## src/hdl/assert_macros.svh

```systemverilog
// assert_macros.svh: concurrent assertion helpers shared by the walker RTL.
// No dependencies; included by every module that carries assertions.
`ifndef ASSERT_MACROS_SVH
`define ASSERT_MACROS_SVH

// property must hold on every clock edge outside reset
`define GRW_ASSERT(lbl, clk, rst_n, prop) \
    lbl: assert property (@(posedge clk) disable iff (!rst_n) (prop)) \
        else $error("grw: assertion failed");

// condition must never be seen outside reset
`define GRW_NEVER(lbl, clk, rst_n, cond) \
    lbl: assert property (@(posedge clk) disable iff (!rst_n) !(cond)) \
        else $error("grw: forbidden condition seen");

`endif

```

## src/hdl/grw_pkg.sv

```systemverilog
// grw_pkg: types, constants and small helpers of the grid ray cell walker.
// No dependencies; used by every module of the block except grw_fifo.
package grw_pkg;

    // field widths
    localparam int ORIGIN_W      = 24;
    localparam int DIR_W         = 16;
    localparam int DIST_W        = 32;
    localparam int CELL_OUT_W    = 6;
    localparam int AXIS_W        = 2;
    localparam int CELL_SIZE_W   = 16;
    localparam int MAX_CELLS_W   = 7;
    localparam int FRAC_SHIFT    = 15;
    localparam int SIZE_SHIFT    = 4;
    localparam int SIZE16_W      = CELL_SIZE_W + SIZE_SHIFT;

    // stream and config port widths
    localparam int IN_TDATA_W    = 2 * ORIGIN_W + 2 * DIR_W;
    localparam int OUT_FIELDS_W  = 2 * CELL_OUT_W + DIST_W;
    localparam int OUT_TDATA_W   = ((OUT_FIELDS_W + 7) / 8) * 8;
    localparam int OUT_PAD_W     = OUT_TDATA_W - OUT_FIELDS_W;
    localparam int CFG_INDEX_W   = 4;
    localparam int CFG_DATA_W    = 16;

    // divider
    localparam int DIV_NUM_W     = SIZE16_W + FRAC_SHIFT;
    localparam int DIV_DEN_W     = SIZE16_W;
    localparam int DIV_CNT_W     = $clog2(DIV_NUM_W + 1);

    localparam int MAX_RESULTS   = 64;

    typedef logic [DIV_NUM_W-1:0] num_t;
    typedef logic [DIV_DEN_W-1:0] den_t;
    typedef logic [DIST_W-1:0]    dist_t;

    // register indexes
    localparam logic [CFG_INDEX_W-1:0] REG_CELL_SIZE = 4'd0;
    localparam logic [CFG_INDEX_W-1:0] REG_MAX_CELLS = 4'd1;

    localparam logic [CELL_SIZE_W-1:0] CELL_SIZE_RESET = 16'd12288;
    localparam logic [MAX_CELLS_W-1:0] MAX_CELLS_RESET = 7'd32;

    // crossed axis codes
    localparam logic [AXIS_W-1:0] AXIS_START = 2'd0;
    localparam logic [AXIS_W-1:0] AXIS_X     = 2'd1;
    localparam logic [AXIS_W-1:0] AXIS_Y     = 2'd2;

    // setup operation: bit 2 selects the axis, bits 1:0 the step
    localparam logic [1:0] STEP_ORIGIN = 2'd0;
    localparam logic [1:0] STEP_WRAP   = 2'd1;
    localparam logic [1:0] STEP_BOUND  = 2'd2;
    localparam logic [1:0] STEP_SPAN   = 2'd3;
    localparam logic [2:0] OP_LAST     = 3'b111;

    typedef struct packed {
        logic [DIR_W-1:0]    dir_y;
        logic [DIR_W-1:0]    dir_x;
        logic [ORIGIN_W-1:0] origin_y;
        logic [ORIGIN_W-1:0] origin_x;
    } ray_t;

    typedef struct packed {
        dist_t                  tmax_x;
        dist_t                  tmax_y;
        dist_t                  span_x;
        dist_t                  span_y;
        logic                   neg_x;
        logic                   neg_y;
        logic [MAX_CELLS_W-1:0] count;
    } setup_t;

    typedef struct packed {
        logic start;
        num_t dividend;
        den_t divisor;
    } div_req_t;

    typedef struct packed {
        logic busy;
        logic done;
        num_t quotient;
        den_t remainder;
    } div_rsp_t;

    function automatic dist_t sat_quo(input num_t q);
        return (|q[DIV_NUM_W-1:DIST_W]) ? '1 : q[DIST_W-1:0];
    endfunction

    function automatic dist_t sat_add(input dist_t a, input dist_t b);
        logic [DIST_W:0] sum;
        sum = {1'b0, a} + {1'b0, b};
        return sum[DIST_W] ? '1 : sum[DIST_W-1:0];
    endfunction

    function automatic logic [MAX_CELLS_W-1:0] clamp_count(
        input logic [MAX_CELLS_W-1:0] mc
    );
        logic [MAX_CELLS_W-1:0] n;
        n = mc;
        if (mc == '0)
        begin
            n = MAX_CELLS_W'(1);
        end
        else if (mc > MAX_CELLS_W'(MAX_RESULTS))
        begin
            n = MAX_CELLS_W'(MAX_RESULTS);
        end
        return n;
    endfunction

endpackage

```

## src/hdl/grid_ray_cell_walker.sv

```systemverilog
// grid_ray_cell_walker: top level; config registers, setup front end,
// record queue and cell walker. Depends on grw_pkg and all grw_* modules.
//
// Takes one ray per request and emits max_cells cells (clamped to 1..64) for
// it, one cell per cycle while the output is taken. Ray setup runs six
// divisions (cell index, first boundary and cell span, per axis) on one
// shared restoring divider that retires one quotient bit per cycle, and
// reduces each cell index modulo MAP_SIZE by a reciprocal multiply; a new
// ray is taken only after the setup of the last one has handed its record
// to the queue. The walk of one ray overlaps the setup of the next through
// a queue of QUEUE_DEPTH records. The first cell of a ray is valid once its
// record has passed the queue and the walker's output register.
// Configuration writes are accepted in every cycle.
module grid_ray_cell_walker #(
    parameter int MAP_SIZE    = 64,
    parameter int QUEUE_DEPTH = 2
) (
    input  logic                              clk,
    input  logic                              rst_n,
    // ray stream
    input  logic                              s_tvalid,
    output logic                              s_tready,
    // tdata: origin_x[23:0], origin_y[47:24], dir_x[63:48], dir_y[79:64]
    input  logic [grw_pkg::IN_TDATA_W-1:0]    s_tdata,
    // cell stream
    output logic                              m_tvalid,
    input  logic                              m_tready,
    // tdata: cell_x[5:0], cell_y[11:6], entry_distance[43:12], zero[47:44]
    output logic [grw_pkg::OUT_TDATA_W-1:0]   m_tdata,
    // tuser: crossed_axis[1:0]
    output logic [grw_pkg::AXIS_W-1:0]        m_tuser,
    output logic                              m_tlast,
    // config write channel
    input  logic                              cfg_valid,
    output logic                              cfg_ready,
    input  logic [grw_pkg::CFG_INDEX_W-1:0]   cfg_index,
    input  logic [grw_pkg::CFG_DATA_W-1:0]    cfg_data
);

    localparam int CELL_W = $clog2(MAP_SIZE);
    localparam int REC_W  = $bits(grw_pkg::setup_t) + 2 * CELL_W;

    logic [grw_pkg::CELL_SIZE_W-1:0] cell_size_reg;
    logic [grw_pkg::MAX_CELLS_W-1:0] max_cells_reg;

    grw_pkg::ray_t      ray;
    grw_pkg::div_req_t  div_req;
    grw_pkg::div_rsp_t  div_rsp;

    logic               front_valid, front_ready;
    grw_pkg::setup_t    front_rec;
    logic [CELL_W-1:0]  front_cell_x, front_cell_y;
    logic [REC_W-1:0]   q_push_data, q_pop_data;

    logic               back_valid, back_ready;
    grw_pkg::setup_t    back_rec;
    logic [CELL_W-1:0]  back_cell_x, back_cell_y;

    logic [CELL_W-1:0]              walk_cell_x, walk_cell_y;
    grw_pkg::dist_t                 walk_entry;
    logic [CELL_W+grw_pkg::CELL_OUT_W-1:0] cx_wide, cy_wide;

    assign cfg_ready = 1'b1;

    always_ff @(posedge clk or negedge rst_n)
    begin
        if (!rst_n)
        begin
            cell_size_reg <= grw_pkg::CELL_SIZE_RESET;
            max_cells_reg <= grw_pkg::MAX_CELLS_RESET;
        end
        else if (cfg_valid)
        begin
            case (cfg_index)
                grw_pkg::REG_CELL_SIZE:
                begin
                    cell_size_reg <= cfg_data;
                end
                grw_pkg::REG_MAX_CELLS:
                begin
                    max_cells_reg <= cfg_data[grw_pkg::MAX_CELLS_W-1:0];
                end
                default:
                begin
                end
            endcase
        end
    end

    always_comb
    begin
        ray.origin_x = s_tdata[grw_pkg::ORIGIN_W-1:0];
        ray.origin_y = s_tdata[2*grw_pkg::ORIGIN_W-1:grw_pkg::ORIGIN_W];
        ray.dir_x    = s_tdata[2*grw_pkg::ORIGIN_W+grw_pkg::DIR_W-1:2*grw_pkg::ORIGIN_W];
        ray.dir_y    = s_tdata[grw_pkg::IN_TDATA_W-1:2*grw_pkg::ORIGIN_W+grw_pkg::DIR_W];
    end

    grw_div u_div (
        .clk (clk),
        .rst_n (rst_n),
        .req (div_req),
        .rsp (div_rsp)
    );

    grw_setup #(
        .MAP_SIZE (MAP_SIZE)
    ) u_setup (
        .clk        (clk),
        .rst_n      (rst_n),
        .ray_valid  (s_tvalid),
        .ray_ready  (s_tready),
        .ray        (ray),
        .cell_size  (cell_size_reg),
        .max_cells  (max_cells_reg),
        .div_req    (div_req),
        .div_rsp    (div_rsp),
        .rec_valid  (front_valid),
        .rec_ready  (front_ready),
        .rec        (front_rec),
        .rec_cell_x (front_cell_x),
        .rec_cell_y (front_cell_y)
    );

    assign q_push_data = {front_cell_y, front_cell_x, front_rec};

    grw_fifo #(
        .DATA_W (REC_W),
        .DEPTH  (QUEUE_DEPTH)
    ) u_queue (
        .clk        (clk),
        .rst_n      (rst_n),
        .push_valid (front_valid),
        .push_ready (front_ready),
        .push_data  (q_push_data),
        .pop_valid  (back_valid),
        .pop_ready  (back_ready),
        .pop_data   (q_pop_data)
    );

    assign {back_cell_y, back_cell_x, back_rec} = q_pop_data;

    grw_walk #(
        .MAP_SIZE (MAP_SIZE)
    ) u_walk (
        .clk        (clk),
        .rst_n      (rst_n),
        .rec_valid  (back_valid),
        .rec_ready  (back_ready),
        .rec        (back_rec),
        .rec_cell_x (back_cell_x),
        .rec_cell_y (back_cell_y),
        .out_valid  (m_tvalid),
        .out_ready  (m_tready),
        .out_cell_x (walk_cell_x),
        .out_cell_y (walk_cell_y),
        .out_axis   (m_tuser),
        .out_entry  (walk_entry),
        .out_last   (m_tlast)
    );

    // only the low six bits of a cell index leave the block
    assign cx_wide = {{grw_pkg::CELL_OUT_W{1'b0}}, walk_cell_x};
    assign cy_wide = {{grw_pkg::CELL_OUT_W{1'b0}}, walk_cell_y};

    assign m_tdata = {{grw_pkg::OUT_PAD_W{1'b0}}, walk_entry,
                      cy_wide[grw_pkg::CELL_OUT_W-1:0], cx_wide[grw_pkg::CELL_OUT_W-1:0]};

endmodule

```

## src/hdl/grw_div.sv

```systemverilog
// grw_div: restoring divider, one quotient bit per cycle.
// Depends on grw_pkg and assert_macros.svh.
`include "assert_macros.svh"

module grw_div (
    input  logic              clk,
    input  logic              rst_n,
    input  grw_pkg::div_req_t req,
    output grw_pkg::div_rsp_t rsp
);

    logic                          busy_reg, busy_next;
    logic                          done_reg, done_next;
    logic [grw_pkg::DIV_CNT_W-1:0] cnt_reg, cnt_next;
    grw_pkg::num_t                 quo_reg;
    grw_pkg::den_t                 rem_reg;
    grw_pkg::den_t                 den_reg;
    logic [grw_pkg::DIV_DEN_W:0]   trial;
    logic [grw_pkg::DIV_DEN_W:0]   diff;
    logic                          fits;
    logic                          load;

    assign load = req.start && !busy_reg;

    always_comb
    begin
        trial = {rem_reg, quo_reg[grw_pkg::DIV_NUM_W-1]};
        diff  = trial - {1'b0, den_reg};
        fits  = trial >= {1'b0, den_reg};
    end

    always_comb
    begin
        busy_next = busy_reg;
        done_next = 1'b0;
        cnt_next  = cnt_reg;
        if (load)
        begin
            busy_next = 1'b1;
            cnt_next  = grw_pkg::DIV_CNT_W'(grw_pkg::DIV_NUM_W);
        end
        else if (busy_reg)
        begin
            cnt_next = cnt_reg - 1'b1;
            if (cnt_reg == grw_pkg::DIV_CNT_W'(1))
            begin
                busy_next = 1'b0;
                done_next = 1'b1;
            end
        end
    end

    always_ff @(posedge clk or negedge rst_n)
    begin
        if (!rst_n)
        begin
            busy_reg <= 1'b0;
            done_reg <= 1'b0;
            cnt_reg  <= '0;
        end
        else
        begin
            busy_reg <= busy_next;
            done_reg <= done_next;
            cnt_reg  <= cnt_next;
        end
    end

    // zero divisor yields an all-ones quotient, which saturates downstream
    always_ff @(posedge clk)
    begin
        if (load)
        begin
            quo_reg <= req.dividend;
            rem_reg <= '0;
            den_reg <= req.divisor;
        end
        else if (busy_reg)
        begin
            quo_reg <= {quo_reg[grw_pkg::DIV_NUM_W-2:0], fits};
            rem_reg <= fits ? diff[grw_pkg::DIV_DEN_W-1:0] : trial[grw_pkg::DIV_DEN_W-1:0];
        end
    end

    assign rsp.busy      = busy_reg;
    assign rsp.done      = done_reg;
    assign rsp.quotient  = quo_reg;
    assign rsp.remainder = rem_reg;

    `GRW_ASSERT(a_div_busy_count, clk, rst_n, busy_reg |-> (cnt_reg != '0))

endmodule

```

## src/hdl/grw_setup.sv

```systemverilog
// grw_setup: front end; takes one ray, runs its six divisions on the
// shared divider and hands a walk record to the queue.
// Depends on grw_pkg and assert_macros.svh.
`include "assert_macros.svh"

module grw_setup #(
    parameter int   MAP_SIZE = 64,
    localparam int  CELL_W   = $clog2(MAP_SIZE)
) (
    input  logic                             clk,
    input  logic                             rst_n,
    input  logic                             ray_valid,
    output logic                             ray_ready,
    input  grw_pkg::ray_t                    ray,
    input  logic [grw_pkg::CELL_SIZE_W-1:0]  cell_size,
    input  logic [grw_pkg::MAX_CELLS_W-1:0]  max_cells,
    output grw_pkg::div_req_t                div_req,
    input  grw_pkg::div_rsp_t                div_rsp,
    output logic                             rec_valid,
    input  logic                             rec_ready,
    output grw_pkg::setup_t                  rec,
    output logic [CELL_W-1:0]                rec_cell_x,
    output logic [CELL_W-1:0]                rec_cell_y
);

    // cell index modulo MAP_SIZE by reciprocal multiplication; exact for
    // every index of DIV_DEN_W bits
    localparam int MOD_SHIFT = grw_pkg::DIV_DEN_W + CELL_W;
    localparam int RECIP_W   = grw_pkg::DIV_DEN_W + 2;
    localparam int PROD_W    = grw_pkg::DIV_DEN_W + RECIP_W;
    localparam logic [RECIP_W-1:0] MOD_RECIP =
        RECIP_W'(((64'd1 << MOD_SHIFT) + 64'(MAP_SIZE) - 64'd1) / 64'(MAP_SIZE));

    typedef enum logic [5:0] {
        S_IDLE  = 6'b000001,
        S_ISSUE = 6'b000010,
        S_WAIT  = 6'b000100,
        S_MUL   = 6'b001000,
        S_MOD   = 6'b010000,
        S_PUSH  = 6'b100000
    } fstate_t;

    fstate_t                          state_reg, state_next;
    logic [2:0]                       op_reg, op_next;
    logic                             accept;
    logic                             capture;

    grw_pkg::ray_t                    ray_reg;
    grw_pkg::den_t                    size16_reg;
    logic [grw_pkg::MAX_CELLS_W-1:0]  count_reg;
    grw_pkg::den_t                    quo_reg;
    grw_pkg::den_t                    rem_reg;
    logic [CELL_W-1:0]                cell_x_reg;
    logic [CELL_W-1:0]                cell_y_reg;
    grw_pkg::dist_t                   tmax_x_reg, tmax_y_reg;
    grw_pkg::dist_t                   span_x_reg, span_y_reg;
    logic [PROD_W-1:0]                prod_reg;

    logic [grw_pkg::CELL_SIZE_W-1:0]  size_eff;
    logic [grw_pkg::ORIGIN_W-1:0]     origin;
    logic [grw_pkg::DIR_W-1:0]        dir;
    logic [grw_pkg::DIR_W-1:0]        mag;
    logic                             neg;
    grw_pkg::den_t                    bnd_gap;
    grw_pkg::dist_t                   sat_q;
    grw_pkg::den_t                    wrap_quo;
    grw_pkg::den_t                    wrap_cell;

    assign ray_ready = (state_reg == S_IDLE);
    assign rec_valid = (state_reg == S_PUSH);
    assign size_eff  = (cell_size == '0) ? grw_pkg::CELL_SIZE_W'(1) : cell_size;
    assign sat_q     = grw_pkg::sat_quo(div_rsp.quotient);

    always_comb
    begin
        wrap_quo  = grw_pkg::den_t'(prod_reg[PROD_W-1:MOD_SHIFT]);
        wrap_cell = quo_reg - wrap_quo * grw_pkg::den_t'(MAP_SIZE);
    end

    // operand selection for the current operation
    always_comb
    begin
        origin  = op_reg[2] ? ray_reg.origin_y : ray_reg.origin_x;
        dir     = op_reg[2] ? ray_reg.dir_y : ray_reg.dir_x;
        neg     = dir[grw_pkg::DIR_W-1];
        mag     = neg ? (grw_pkg::DIR_W'(0) - dir) : dir;
        bnd_gap = neg ? rem_reg : (size16_reg - rem_reg);
        case (op_reg[1:0])
            grw_pkg::STEP_ORIGIN:
            begin
                div_req.dividend = grw_pkg::num_t'(origin);
                div_req.divisor  = size16_reg;
            end
            grw_pkg::STEP_BOUND:
            begin
                div_req.dividend = {bnd_gap, grw_pkg::FRAC_SHIFT'(0)};
                div_req.divisor  = grw_pkg::den_t'(mag);
            end
            default:
            begin
                div_req.dividend = {size16_reg, grw_pkg::FRAC_SHIFT'(0)};
                div_req.divisor  = grw_pkg::den_t'(mag);
            end
        endcase
    end

    always_comb
    begin
        state_next    = state_reg;
        op_next       = op_reg;
        accept        = 1'b0;
        capture       = 1'b0;
        div_req.start = 1'b0;
        case (state_reg)
            S_IDLE:
            begin
                if (ray_valid)
                begin
                    accept     = 1'b1;
                    op_next    = '0;
                    state_next = S_ISSUE;
                end
            end
            S_ISSUE:
            begin
                div_req.start = 1'b1;
                state_next    = S_WAIT;
            end
            S_WAIT:
            begin
                if (div_rsp.done)
                begin
                    capture = 1'b1;
                    if (op_reg == grw_pkg::OP_LAST)
                    begin
                        state_next = S_PUSH;
                    end
                    else
                    begin
                        op_next = op_reg + 3'd1;
                        if (op_reg[1:0] == grw_pkg::STEP_ORIGIN)
                        begin
                            state_next = S_MUL;
                        end
                        else
                        begin
                            state_next = S_ISSUE;
                        end
                    end
                end
            end
            S_MUL:
            begin
                state_next = S_MOD;
            end
            S_MOD:
            begin
                op_next    = op_reg + 3'd1;
                state_next = S_ISSUE;
            end
            S_PUSH:
            begin
                if (rec_ready)
                begin
                    state_next = S_IDLE;
                end
            end
            default:
            begin
                state_next = S_IDLE;
            end
        endcase
    end

    always_ff @(posedge clk or negedge rst_n)
    begin
        if (!rst_n)
        begin
            state_reg <= S_IDLE;
            op_reg    <= '0;
        end
        else
        begin
            state_reg <= state_next;
            op_reg    <= op_next;
        end
    end

    always_ff @(posedge clk)
    begin
        if (accept)
        begin
            ray_reg    <= ray;
            size16_reg <= {size_eff, grw_pkg::SIZE_SHIFT'(0)};
            count_reg  <= grw_pkg::clamp_count(max_cells);
        end
        if (state_reg == S_MUL)
        begin
            prod_reg <= PROD_W'(quo_reg) * PROD_W'(MOD_RECIP);
        end
        if (state_reg == S_MOD)
        begin
            if (op_reg[2])
            begin
                cell_y_reg <= wrap_cell[CELL_W-1:0];
            end
            else
            begin
                cell_x_reg <= wrap_cell[CELL_W-1:0];
            end
        end
        if (capture)
        begin
            case (op_reg[1:0])
                grw_pkg::STEP_ORIGIN:
                begin
                    quo_reg <= div_rsp.quotient[grw_pkg::DIV_DEN_W-1:0];
                    rem_reg <= div_rsp.remainder;
                end
                grw_pkg::STEP_BOUND:
                begin
                    if (op_reg[2])
                    begin
                        tmax_y_reg <= sat_q;
                    end
                    else
                    begin
                        tmax_x_reg <= sat_q;
                    end
                end
                default:
                begin
                    if (op_reg[2])
                    begin
                        span_y_reg <= sat_q;
                    end
                    else
                    begin
                        span_x_reg <= sat_q;
                    end
                end
            endcase
        end
    end

    always_comb
    begin
        rec.tmax_x = tmax_x_reg;
        rec.tmax_y = tmax_y_reg;
        rec.span_x = span_x_reg;
        rec.span_y = span_y_reg;
        rec.neg_x  = ray_reg.dir_x[grw_pkg::DIR_W-1];
        rec.neg_y  = ray_reg.dir_y[grw_pkg::DIR_W-1];
        rec.count  = count_reg;
    end

    assign rec_cell_x = cell_x_reg;
    assign rec_cell_y = cell_y_reg;

    `GRW_ASSERT(a_issue_div_idle, clk, rst_n, (state_reg == S_ISSUE) |-> !div_rsp.busy)
    `GRW_ASSERT(a_done_in_wait, clk, rst_n, div_rsp.done |-> (state_reg == S_WAIT))

endmodule

```

## src/hdl/grw_fifo.sv

```systemverilog
// grw_fifo: small first-word-fall-through queue of walk records between
// the setup front end and the walker. Depends on assert_macros.svh.
`include "assert_macros.svh"

module grw_fifo #(
    parameter int DATA_W = 8,
    parameter int DEPTH  = 2
) (
    input  logic              clk,
    input  logic              rst_n,
    input  logic              push_valid,
    output logic              push_ready,
    input  logic [DATA_W-1:0] push_data,
    output logic              pop_valid,
    input  logic              pop_ready,
    output logic [DATA_W-1:0] pop_data
);

    localparam int PTR_W = $clog2(DEPTH);
    localparam int CNT_W = $clog2(DEPTH + 1);

    logic [DATA_W-1:0] slot_reg [DEPTH];
    logic [PTR_W-1:0]  wr_ptr_reg, wr_ptr_next;
    logic [PTR_W-1:0]  rd_ptr_reg, rd_ptr_next;
    logic [CNT_W-1:0]  count_reg, count_next;
    logic              push;
    logic              pop;

    assign push_ready = (count_reg != CNT_W'(DEPTH));
    assign pop_valid  = (count_reg != '0);
    assign pop_data   = slot_reg[rd_ptr_reg];
    assign push       = push_valid && push_ready;
    assign pop        = pop_valid && pop_ready;

    always_comb
    begin
        wr_ptr_next = wr_ptr_reg;
        rd_ptr_next = rd_ptr_reg;
        count_next  = count_reg;
        if (push)
        begin
            wr_ptr_next = (wr_ptr_reg == PTR_W'(DEPTH - 1)) ? '0 : wr_ptr_reg + 1'b1;
        end
        if (pop)
        begin
            rd_ptr_next = (rd_ptr_reg == PTR_W'(DEPTH - 1)) ? '0 : rd_ptr_reg + 1'b1;
        end
        if (push && !pop)
        begin
            count_next = count_reg + 1'b1;
        end
        else if (pop && !push)
        begin
            count_next = count_reg - 1'b1;
        end
    end

    always_ff @(posedge clk or negedge rst_n)
    begin
        if (!rst_n)
        begin
            wr_ptr_reg <= '0;
            rd_ptr_reg <= '0;
            count_reg  <= '0;
        end
        else
        begin
            wr_ptr_reg <= wr_ptr_next;
            rd_ptr_reg <= rd_ptr_next;
            count_reg  <= count_next;
        end
    end

    always_ff @(posedge clk)
    begin
        if (push)
        begin
            slot_reg[wr_ptr_reg] <= push_data;
        end
    end

    `GRW_ASSERT(a_fifo_count_range, clk, rst_n, count_reg <= CNT_W'(DEPTH))

endmodule

```

## src/hdl/grw_walk.sv

```systemverilog
// grw_walk: back end; pops a walk record and emits one cell per cycle, while
// the output is taken, through an output register. Depends on grw_pkg and assert_macros.svh.
`include "assert_macros.svh"

module grw_walk #(
    parameter int   MAP_SIZE = 64,
    localparam int  CELL_W   = $clog2(MAP_SIZE)
) (
    input  logic                     clk,
    input  logic                     rst_n,
    input  logic                     rec_valid,
    output logic                     rec_ready,
    input  grw_pkg::setup_t          rec,
    input  logic [CELL_W-1:0]        rec_cell_x,
    input  logic [CELL_W-1:0]        rec_cell_y,
    output logic                     out_valid,
    input  logic                     out_ready,
    output logic [CELL_W-1:0]        out_cell_x,
    output logic [CELL_W-1:0]        out_cell_y,
    output logic [grw_pkg::AXIS_W-1:0] out_axis,
    output grw_pkg::dist_t           out_entry,
    output logic                     out_last
);

    localparam logic [CELL_W-1:0] CELL_TOP = CELL_W'(MAP_SIZE - 1);

    logic                             active_reg, active_next;
    logic [grw_pkg::MAX_CELLS_W-1:0]  left_reg, left_next;
    logic                             out_valid_reg, out_valid_next;

    logic [CELL_W-1:0]                cx_reg, cy_reg;
    grw_pkg::dist_t                   tmx_reg, tmy_reg;
    grw_pkg::dist_t                   tdx_reg, tdy_reg;
    logic                             negx_reg, negy_reg;

    logic [CELL_W-1:0]                out_cell_x_reg, out_cell_y_reg;
    logic [grw_pkg::AXIS_W-1:0]       out_axis_reg;
    grw_pkg::dist_t                   out_entry_reg;
    logic                             out_last_reg;

    logic                             load;
    logic                             pop;
    logic                             step;
    logic                             step_x;
    logic [CELL_W-1:0]                cx_stepped, cy_stepped;

    assign load      = !out_valid_reg || out_ready;
    assign rec_ready = load && !active_reg;
    assign pop       = rec_ready && rec_valid;
    assign step      = load && active_reg;
    // ties go to y
    assign step_x    = tmx_reg < tmy_reg;

    always_comb
    begin
        if (negx_reg)
        begin
            cx_stepped = (cx_reg == '0) ? CELL_TOP : cx_reg - 1'b1;
        end
        else
        begin
            cx_stepped = (cx_reg == CELL_TOP) ? '0 : cx_reg + 1'b1;
        end
        if (negy_reg)
        begin
            cy_stepped = (cy_reg == '0) ? CELL_TOP : cy_reg - 1'b1;
        end
        else
        begin
            cy_stepped = (cy_reg == CELL_TOP) ? '0 : cy_reg + 1'b1;
        end
    end

    always_comb
    begin
        active_next    = active_reg;
        left_next      = left_reg;
        out_valid_next = out_valid_reg;
        if (load)
        begin
            out_valid_next = pop || step;
        end
        if (pop)
        begin
            left_next   = rec.count - 1'b1;
            active_next = (rec.count != grw_pkg::MAX_CELLS_W'(1));
        end
        else if (step)
        begin
            left_next   = left_reg - 1'b1;
            active_next = (left_reg != grw_pkg::MAX_CELLS_W'(1));
        end
    end

    always_ff @(posedge clk or negedge rst_n)
    begin
        if (!rst_n)
        begin
            active_reg    <= 1'b0;
            left_reg      <= '0;
            out_valid_reg <= 1'b0;
        end
        else
        begin
            active_reg    <= active_next;
            left_reg      <= left_next;
            out_valid_reg <= out_valid_next;
        end
    end

    always_ff @(posedge clk)
    begin
        if (pop)
        begin
            cx_reg         <= rec_cell_x;
            cy_reg         <= rec_cell_y;
            tmx_reg        <= rec.tmax_x;
            tmy_reg        <= rec.tmax_y;
            tdx_reg        <= rec.span_x;
            tdy_reg        <= rec.span_y;
            negx_reg       <= rec.neg_x;
            negy_reg       <= rec.neg_y;
            out_cell_x_reg <= rec_cell_x;
            out_cell_y_reg <= rec_cell_y;
            out_axis_reg   <= grw_pkg::AXIS_START;
            out_entry_reg  <= '0;
            out_last_reg   <= (rec.count == grw_pkg::MAX_CELLS_W'(1));
        end
        else if (step)
        begin
            out_last_reg <= (left_reg == grw_pkg::MAX_CELLS_W'(1));
            if (step_x)
            begin
                cx_reg         <= cx_stepped;
                tmx_reg        <= grw_pkg::sat_add(tmx_reg, tdx_reg);
                out_cell_x_reg <= cx_stepped;
                out_cell_y_reg <= cy_reg;
                out_axis_reg   <= grw_pkg::AXIS_X;
                out_entry_reg  <= tmx_reg;
            end
            else
            begin
                cy_reg         <= cy_stepped;
                tmy_reg        <= grw_pkg::sat_add(tmy_reg, tdy_reg);
                out_cell_x_reg <= cx_reg;
                out_cell_y_reg <= cy_stepped;
                out_axis_reg   <= grw_pkg::AXIS_Y;
                out_entry_reg  <= tmy_reg;
            end
        end
    end

    assign out_valid  = out_valid_reg;
    assign out_cell_x = out_cell_x_reg;
    assign out_cell_y = out_cell_y_reg;
    assign out_axis   = out_axis_reg;
    assign out_entry  = out_entry_reg;
    assign out_last   = out_last_reg;

    `GRW_ASSERT(a_walk_left_nonzero, clk, rst_n, active_reg |-> (left_reg != '0))
    `GRW_ASSERT(a_walk_left_range, clk, rst_n,
        left_reg < grw_pkg::MAX_CELLS_W'(grw_pkg::MAX_RESULTS))

endmodule
```

## config.mk

```make
export PLATFORM = sky130hd
export DESIGN_NAME = grid_ray_cell_walker
export DESIGN_NICKNAME = d
export VERILOG_FILES = /design/src/hdl/grw_pkg.sv /design/src/hdl/grid_ray_cell_walker.sv /design/src/hdl/grw_div.sv /design/src/hdl/grw_setup.sv /design/src/hdl/grw_fifo.sv /design/src/hdl/grw_walk.sv
export VERILOG_INCLUDE_DIRS = /design/src /design/src/hdl
export SDC_FILE = /design/constraint.sdc
export NUM_CORES = 1
export LEC_CHECK = 0
export BUFFER_PORTS_ARGS = -buffer_cell sky130_fd_sc_hd__buf_2
export CORE_MARGIN = 1
export CORE_UTILIZATION = 35
export DETAILED_ROUTE_END_ITERATION = 16
export SKIP_CTS_REPAIR_TIMING = 1
export SLEW_MARGIN = 10
export SYNTH_ARGS = -nofsm -noshare
export SYNTH_HDL_FRONTEND = slang
export SYNTH_HIERARCHICAL = 1
export SYNTH_SLANG_ARGS = --single-unit
```

## constraint.sdc

```tcl
create_clock -name clk -period 12 [get_ports clk]
set_input_delay 1.2 -clock clk [delete_from_list [all_inputs] [get_ports clk]]
set_output_delay 1.2 -clock clk [all_outputs]
set_load 0.03 [all_outputs]
```

==> implementation parameters, run 1 <==
Parameter                              Value

Die
  Horizontal die dimension ... 341 um
  DIE HEIGHT ... 341 um
  Number of ports placed on the die boundary ... 159
  Starting Density ... 35.2%
  Number of rows in the core area ... 124
  Area of the die ... 116000 sq um
  Total core area ... 114000 sq um

Detailed routing
  Remaining antenna violation count ... 0
  Wire length reported by the detailed router ... 90600 um
  Overall via count from detail_route ... 23678
  Iteration-0 DRC Markers ... 1449
  Number of iterations in the first detailed-routing pass ... 9
  DR vias/cell ... 5.08
  Drc violations ... 0
  Wirelength per Cell ... 19.4 um

CTS
  Maximum level of the CTS H-tree ... 3
  Bufs on Longest Clock Path ... 3
  Clock tree root driver cell ... sky130_fd_sc_hd__clkbuf_16
  Clock edge transition at the registers on the reported setup and hold paths ... 0.06 ns
  Number of sinks handled by clock tree synthesis ... 872
  Clock tree from TritonCTS ... done
  Clock latency of the later-clocked register in the worst-skew pair ... 0.66 ns
  TritonCTS buffer count ... 91

Setup path
  Kind of critical path ... reg2reg
  Cells on worst reg2reg path ... 11
  FF-to-FF Start ... u_walk/tmy_reg[0]
  Required time of the critical path ... 12.35 ns
  Reg2Reg Capture Point ... u_walk/tmy_reg[29]
  Kind of end point of the critical path ... flop
  Startpoint type of the worst setup path ... flop
  Worst-path maximum fanout ... 27
  CP Data Arrival Time ... 4.14 ns
  Worst R2R Setup Slack ... 8.21 ns

Min path
  Sink of the worst hold path ... u_queue/slot_reg[1][85]
  Hold-critical path depth ... 0
  Hold path startpoint ... u_setup/tmax_y_reg[12]
  Type of the worst min-delay path ... reg2reg

Power
  Fraction of power consumed by sequential logic ... 48.7%
  Worst IR drop on VDD ... 0.159 mV
  Psw ... 2060 uW
  Power density relative to cell area ... 172 nW/um^2
  Switching share of total power ... 26.3%
  Combinational group share of total power ... 15.2%
  Static power due to leakage ... 0.0164 uW
  Clock network fraction of total power ... 36.2%
  Internal power summed over all cells ... 5770 uW

STA
  Post-layout min period ... 3.79 ns
  Measured slew at the worst slew-check pin ... 1.09 ns
  Final critical-path share of the clock period ... 31.6%
  Achievable Freq ... 264 MHz
  Max transition margin ... 26.6%
  Final clock skew ... 0.0360 ns
  Setup repair after global routing missed its margin ... false
  Fin. Hold Viols ... 0
  Final setup violation count ... 0
  Number of pins exceeding their max-slew limit in the final report ... 0
  Sum Neg Setup Slack ... 0 ns

Finish
  Number of flip-flops in the largest register ... 298
  Layout Nets ... 3336
  Fill cell total of the finished layout ... 10721
  Share of layout cells above drive strength 1 ... 18.9%
  Area of combinational cells with multiple inputs ... 13800 sq um
  Share of the core filled with cells in the final layout ... 39.9%
  Area growth from synthesis to final layout ... 13.1%
  Register Area ... 25400 sq um

Placed design
  Detailed placement HPWL ... 63000 um
  Total of buffers placed on input and output ports ... 153
  Placer Congestion ... 0.925

Status
  Run status ... finished clean

Run
  MaxCap Viol Count ... 0

Logic synthesis
  Avg Cell Area, Syn ... 13.7 sq um
  Netlist area before placement ... 40200 sq um
  Yosys warnings ... 6
  Cells after synthesis ... 2939

GRT
  Maximum number of pins on one net before global-route repair ... 150
  Antenna violations before repair ... 1
  Global-route track usage on met1 ... 21.0%
  Via count of the first global-routing pass ... 22890
  First-pass GRT wire length ... 137000 um
  Most utilized layer in the global route result ... met2
  GRT Overall Usage ... 15.3%
  Met3 track utilization from global routing ... 2.68%
  Grt total ovfl ... 0
  Fraction of met2 tracks used by global routing ... 24.6%
## layout make-up
type | instances | share of cell area (%)
Clock buffer | 105 | 5.21
Tap cell | 1512 | 4.16
Multi-Input combinational cell | 1820 | 30.3
Timing Repair Buffer | 183 | 2.23
Clock inverter | 61 | 1.42
Sequential cell | 872 | 55.8
Inverter | 110 | 0.910
Antenna cell | 1 | 0.00550
## power groups by stage
stage                     clock network (uW)  logic (uW)  registers, uW
after floorplan                            0         909           3790
after global placement                     0        1170           3870
after detailed placement                   0        1180           3880
after CTS                               2910        1190           3820
after global routing                    3020        1320           3840
final                                   2830        1190           3810
## layer usage
layer / share of wire (%) / vias up / wire length (um)
li1: - / 11344 / -
met3: 4.9 / 116 / 4440
met2: 46 / 554 / 41900
met1: 46 / 11664 / 41900
met5: 0 / - / 0
met4: 2.6 / 0 / 2310
## stage by stage
stage,hold WS (ns),worst slack [ns],total power (uW),std cells,cell area [sq um]
CTS,0.423,8.14,7920,4663,45500
global placement,0.422,7.65,5040,4497,42500
finish,0.421,8.21,7830,4664,45500
detailed placement,0.429,7.61,5070,4497,42500
floorplan,0.421,4.14,4700,2942,40200
global route,0.438,7.90,8170,4663,45500
## worst max-delay path: stages (launching register included)
cell and delay, ns:
sky130_fd_sc_hd__edfxtp_1 0.42, sky130_fd_sc_hd__ha_1 0.27, sky130_fd_sc_hd__fa_1 0.42, sky130_fd_sc_hd__a21oi_1 0.22, sky130_fd_sc_hd__o31ai_1 0.13, sky130_fd_sc_hd__o2111ai_1 0.26, sky130_fd_sc_hd__a21oi_1 0.16, sky130_fd_sc_hd__o22a_1 0.29
sky130_fd_sc_hd__o22ai_2 0.29, sky130_fd_sc_hd__o21ai_2 0.12, sky130_fd_sc_hd__a21boi_4 0.76, sky130_fd_sc_hd__a31oi_1 0.15
## placed cells by master (no fill, tap or decap), drive strengths merged, types with 19 or more instances in the layout
master  instances
a21o           45
a21oi         189
a31oi          45
and3           19
buf           183
clkbuf        105
clkinv         38
dfrtp          49
dfxtp          54
edfxtp        765
ha            150
inv           115
mux2          212
mux2i          72
nand2         154
nand2b         59
nand3          32
nor2          187
nor2b          28
nor3           55
o21ai         161
xnor2          57
xor2           60
## worst max path at each step
| stage | from | endpoint | slack, ns | depth (start not counted) |
|---|---|---|---|---|
| global route | u_walk/tmy_reg[0] | u_walk/tmy_reg[25] | 7.90 | 11 |
| floorplan | u_setup/state_reg[1] | u_queue/slot_reg[0][0] | 4.14 | 4 |
| global placement | m_tready | u_walk/tmy_reg[1] | 7.65 | 8 |
| finish | u_walk/tmy_reg[0] | u_walk/tmy_reg[29] | 8.21 | 11 |
| detailed placement | m_tready | u_walk/tmy_reg[10] | 7.61 | 8 |
| CTS | u_walk/tmy_reg[0] | u_walk/tmy_reg[7] | 8.14 | 11 |
Note: power is estimated with default switching activity, not from simulation.
==> run 2, diff against run 1 <==
clock period = 3.53 ns   (was 12 ns; I/O delays follow)
==> run 2 against run 1 <==
Effect of this change:
- the run now ends with design-rule violations left
- combinational power grew to 3.5 times the previous value
- routed wire length is 5.5% higher
- core utilization is 1.4 points higher
- maximum frequency is 12% higher
- die area stayed put
- total power grew to 3.5 times the previous value
- non-clock buffer count is 139 higher
- critical path depth stayed put
==> implementation parameters, run 2 (same netlist as run 1, synthesis figures left out) <==
Parameter                              Value

Run
  MaxCap Viol Count ... 0 (unchanged)

CTS
  Maximum level of the CTS H-tree ... 3 (unchanged)
  Bufs on Longest Clock Path ... 3 (unchanged)
  Number of sinks handled by clock tree synthesis ... 872 (unchanged)
  Clock latency of the later-clocked register in the worst-skew pair ... 0.66 ns (about the same)
  Clock edge transition at the registers on the reported setup and hold paths ... 0.06 ns (about the same)
  Clock tree root driver cell ... sky130_fd_sc_hd__clkbuf_16 (unchanged)
  Clock tree from TritonCTS ... done (unchanged)
  TritonCTS buffer count ... 89 (was 91)

GRT
  Via count of the first global-routing pass ... 23727 (was 22890)
  First-pass GRT wire length ... 143000 um (was 137000 um)
  Antenna violations before repair ... 1 (unchanged)
  Grt total ovfl ... 0 (unchanged)
  GRT Overall Usage ... 15.9% (was 15.3%)
  Maximum number of pins on one net before global-route repair ... 89 (was 150)

Die
  Area of the die ... 116000 sq um (unchanged)
  Total core area ... 114000 sq um (unchanged)
  Horizontal die dimension ... 341 um (unchanged)
  Number of rows in the core area ... 124 (unchanged)
  DIE HEIGHT ... 341 um (unchanged)
  Starting Density ... 35.2% (unchanged)
  Number of ports placed on the die boundary ... 159 (unchanged)

Finish
  Commonest non-fill, non-tap cell in the layout ... sky130_fd_sc_hd__edfxtp_1 (unchanged)
  Share of the core filled with cells in the final layout ... 41.3% (was 39.9%)
  Share of layout cells above drive strength 1 ... 19.7% (was 18.9%)
  Layout Nets ... 3473 (was 3336)
  Commonest cells after routing, fill and taps aside ... sky130_fd_sc_hd__edfxtp_1, sky130_fd_sc_hd__nor2_1, sky130_fd_sc_hd__a21oi_1 (unchanged)
  Final instance area ... 47100 sq um (was 45500 sq um)
  Number of flip-flops in the largest register ... 298 (unchanged)
  Area growth from synthesis to final layout ... 17.2% (was 13.1%)

Detailed routing
  DR vias/cell ... 5.07 (was 5.08)
  Overall via count from detail_route ... 24348 (was 23678)
  Number of iterations in the first detailed-routing pass ... 11 (was 9)
  Drc violations ... 2 (was 0)
  Remaining antenna violation count ... 0 (unchanged)
  Wire length reported by the detailed router ... 95500 um (was 90600 um)
  Iteration-0 DRC Markers ... 1737 (was 1449)
  Wirelength per Cell ... 19.9 um (was 19.4 um)

Power
  Power density relative to cell area ... 574 nW/um^2 (was 172 nW/um^2)
  Static power due to leakage ... 0.0171 uW (was 0.0164 uW)
  Total Power Consumption ... 27100 uW (was 7830 uW)
  Worst IR drop on VDD ... 0.400 mV (was 0.159 mV)

Min path
  Type of the worst min-delay path ... in2reg (was reg2reg)

Placed design
  Placement Setup Slack ... 0.148 ns (was 7.61 ns)
  Placer Congestion ... 0.914 (was 0.925)
  Detailed placement HPWL ... 66900 um (was 63000 um)
  Placed inst area ... 43000 sq um (was 42500 sq um)
  Total of buffers placed on input and output ports ... 153 (unchanged)

Setup path
  Kind of critical path ... reg2reg (unchanged)
  Startpoint type of the worst setup path ... flop (unchanged)
  Worst R2R Setup Slack ... 0.16 ns (was 8.21 ns)
  CP Data Arrival Time ... 3.78 ns (was 4.14 ns)
  Required time of the critical path ... 3.94 ns (was 12.35 ns)
  Worst-path maximum fanout ... 10 (was 27)
  Kind of end point of the critical path ... flop (unchanged)

STA
  Final setup violation count ... 0 (unchanged)
  Sum Neg Setup Slack ... 0 ns (unchanged)
  Smallest setup slack after layout ... 0.162 ns (was 8.21 ns)
  Max transition margin ... 26.7% (was 26.6%)
  Achievable Freq ... 297 MHz (was 264 MHz)
  Fin. Hold Viols ... 0 (unchanged)
  Post-layout min period ... 3.37 ns (was 3.79 ns)
  Final clock skew ... 0.0279 ns (was 0.0360 ns)
  Setup repair after global routing missed its margin ... false (unchanged)
  Final critical-path share of the clock period ... 95.4% (was 31.6%)
  Measured slew at the worst slew-check pin ... 1.09 ns (about the same)
  Number of pins exceeding their max-slew limit in the final report ... 0 (unchanged)

Status
  Failing checks ... design-rule violations
  Run status ... finished, violations left (was finished clean)
[run 2: changes by cell type in the layout (fill, tap and decap cells not counted), sizes merged]
cell,previous run,this run
buf,183,224
bufinv,11,13
clkbuf,105,102
clkinv,38,40
dlygate4sd3,0,98
inv,115,116
[run 2: cell type report]
cell class                      count  area (sq um)
Fill cell                       10585         67000
Sequential cell                   872         25400
Multi-Input combinational cell   1820         13800
Timing Repair Buffer              322          2520
Clock buffer                      102          2330
Tap cell                         1512          1890
Clock inverter                     66           786
Inverter                          110           414
Antenna cell                        1          2.50
[run 2: metrics by stage]
stage / instances / hold WS, ns
after global routing: 4804 / 0.0730
after detailed placement: 4538 / 0.370
after global placement: 4538 / 0.378
after CTS: 4706 / -0.327
final: 4805 / 0.0668
after floorplan: 2942 / 0.0574
[run 2: worst paths after layout]
path,endpoint,start,cells past startpoint
worst min-delay path,u_walk/active_reg,m_tready,3
max in group asynchronous,u_setup/state_reg[0],rst_n,3
worst min register to register,u_queue/slot_reg[0][79],u_setup/tmax_y_reg[6],0
worst max-delay path,u_walk/tmx_reg[24],u_walk/tmx_reg[0],11
min in group asynchronous,cell_size_reg[15],rst_n,2
worst max register to register,u_walk/tmx_reg[24],u_walk/tmx_reg[0],11
[run 2: routing by layer]
metal / vias to the layer above / share of wire, % / track usage (%)
met3: 108 / 4.4 / 2.20
li1: 11644 / - / -
met1: 12035 / 46 / 22.0
met2: 561 / 48 / 26.3
met5: - / 0 / 0
met4: 0 / 1.9 / 4.01
[run 2: report_power, final]
group	switching (uW)	internal (uW)
combinational	2460	1740
sequential	635	12300
clock	4120	5770
[run 2: worst max-delay path, cell delays in order, from the launching register on]
cell,delay (ns)
sky130_fd_sc_hd__edfxtp_1,0.43
sky130_fd_sc_hd__ha_1,0.27
sky130_fd_sc_hd__fa_1,0.43
sky130_fd_sc_hd__a211o_1,0.33
sky130_fd_sc_hd__a211o_1,0.29
sky130_fd_sc_hd__nand3_2,0.09
sky130_fd_sc_hd__o211ai_4,0.10
sky130_fd_sc_hd__a221o_1,0.41
sky130_fd_sc_hd__o211ai_2,0.23
sky130_fd_sc_hd__a31o_4,0.21
sky130_fd_sc_hd__nand2_4,0.11
sky130_fd_sc_hd__o22a_1,0.23
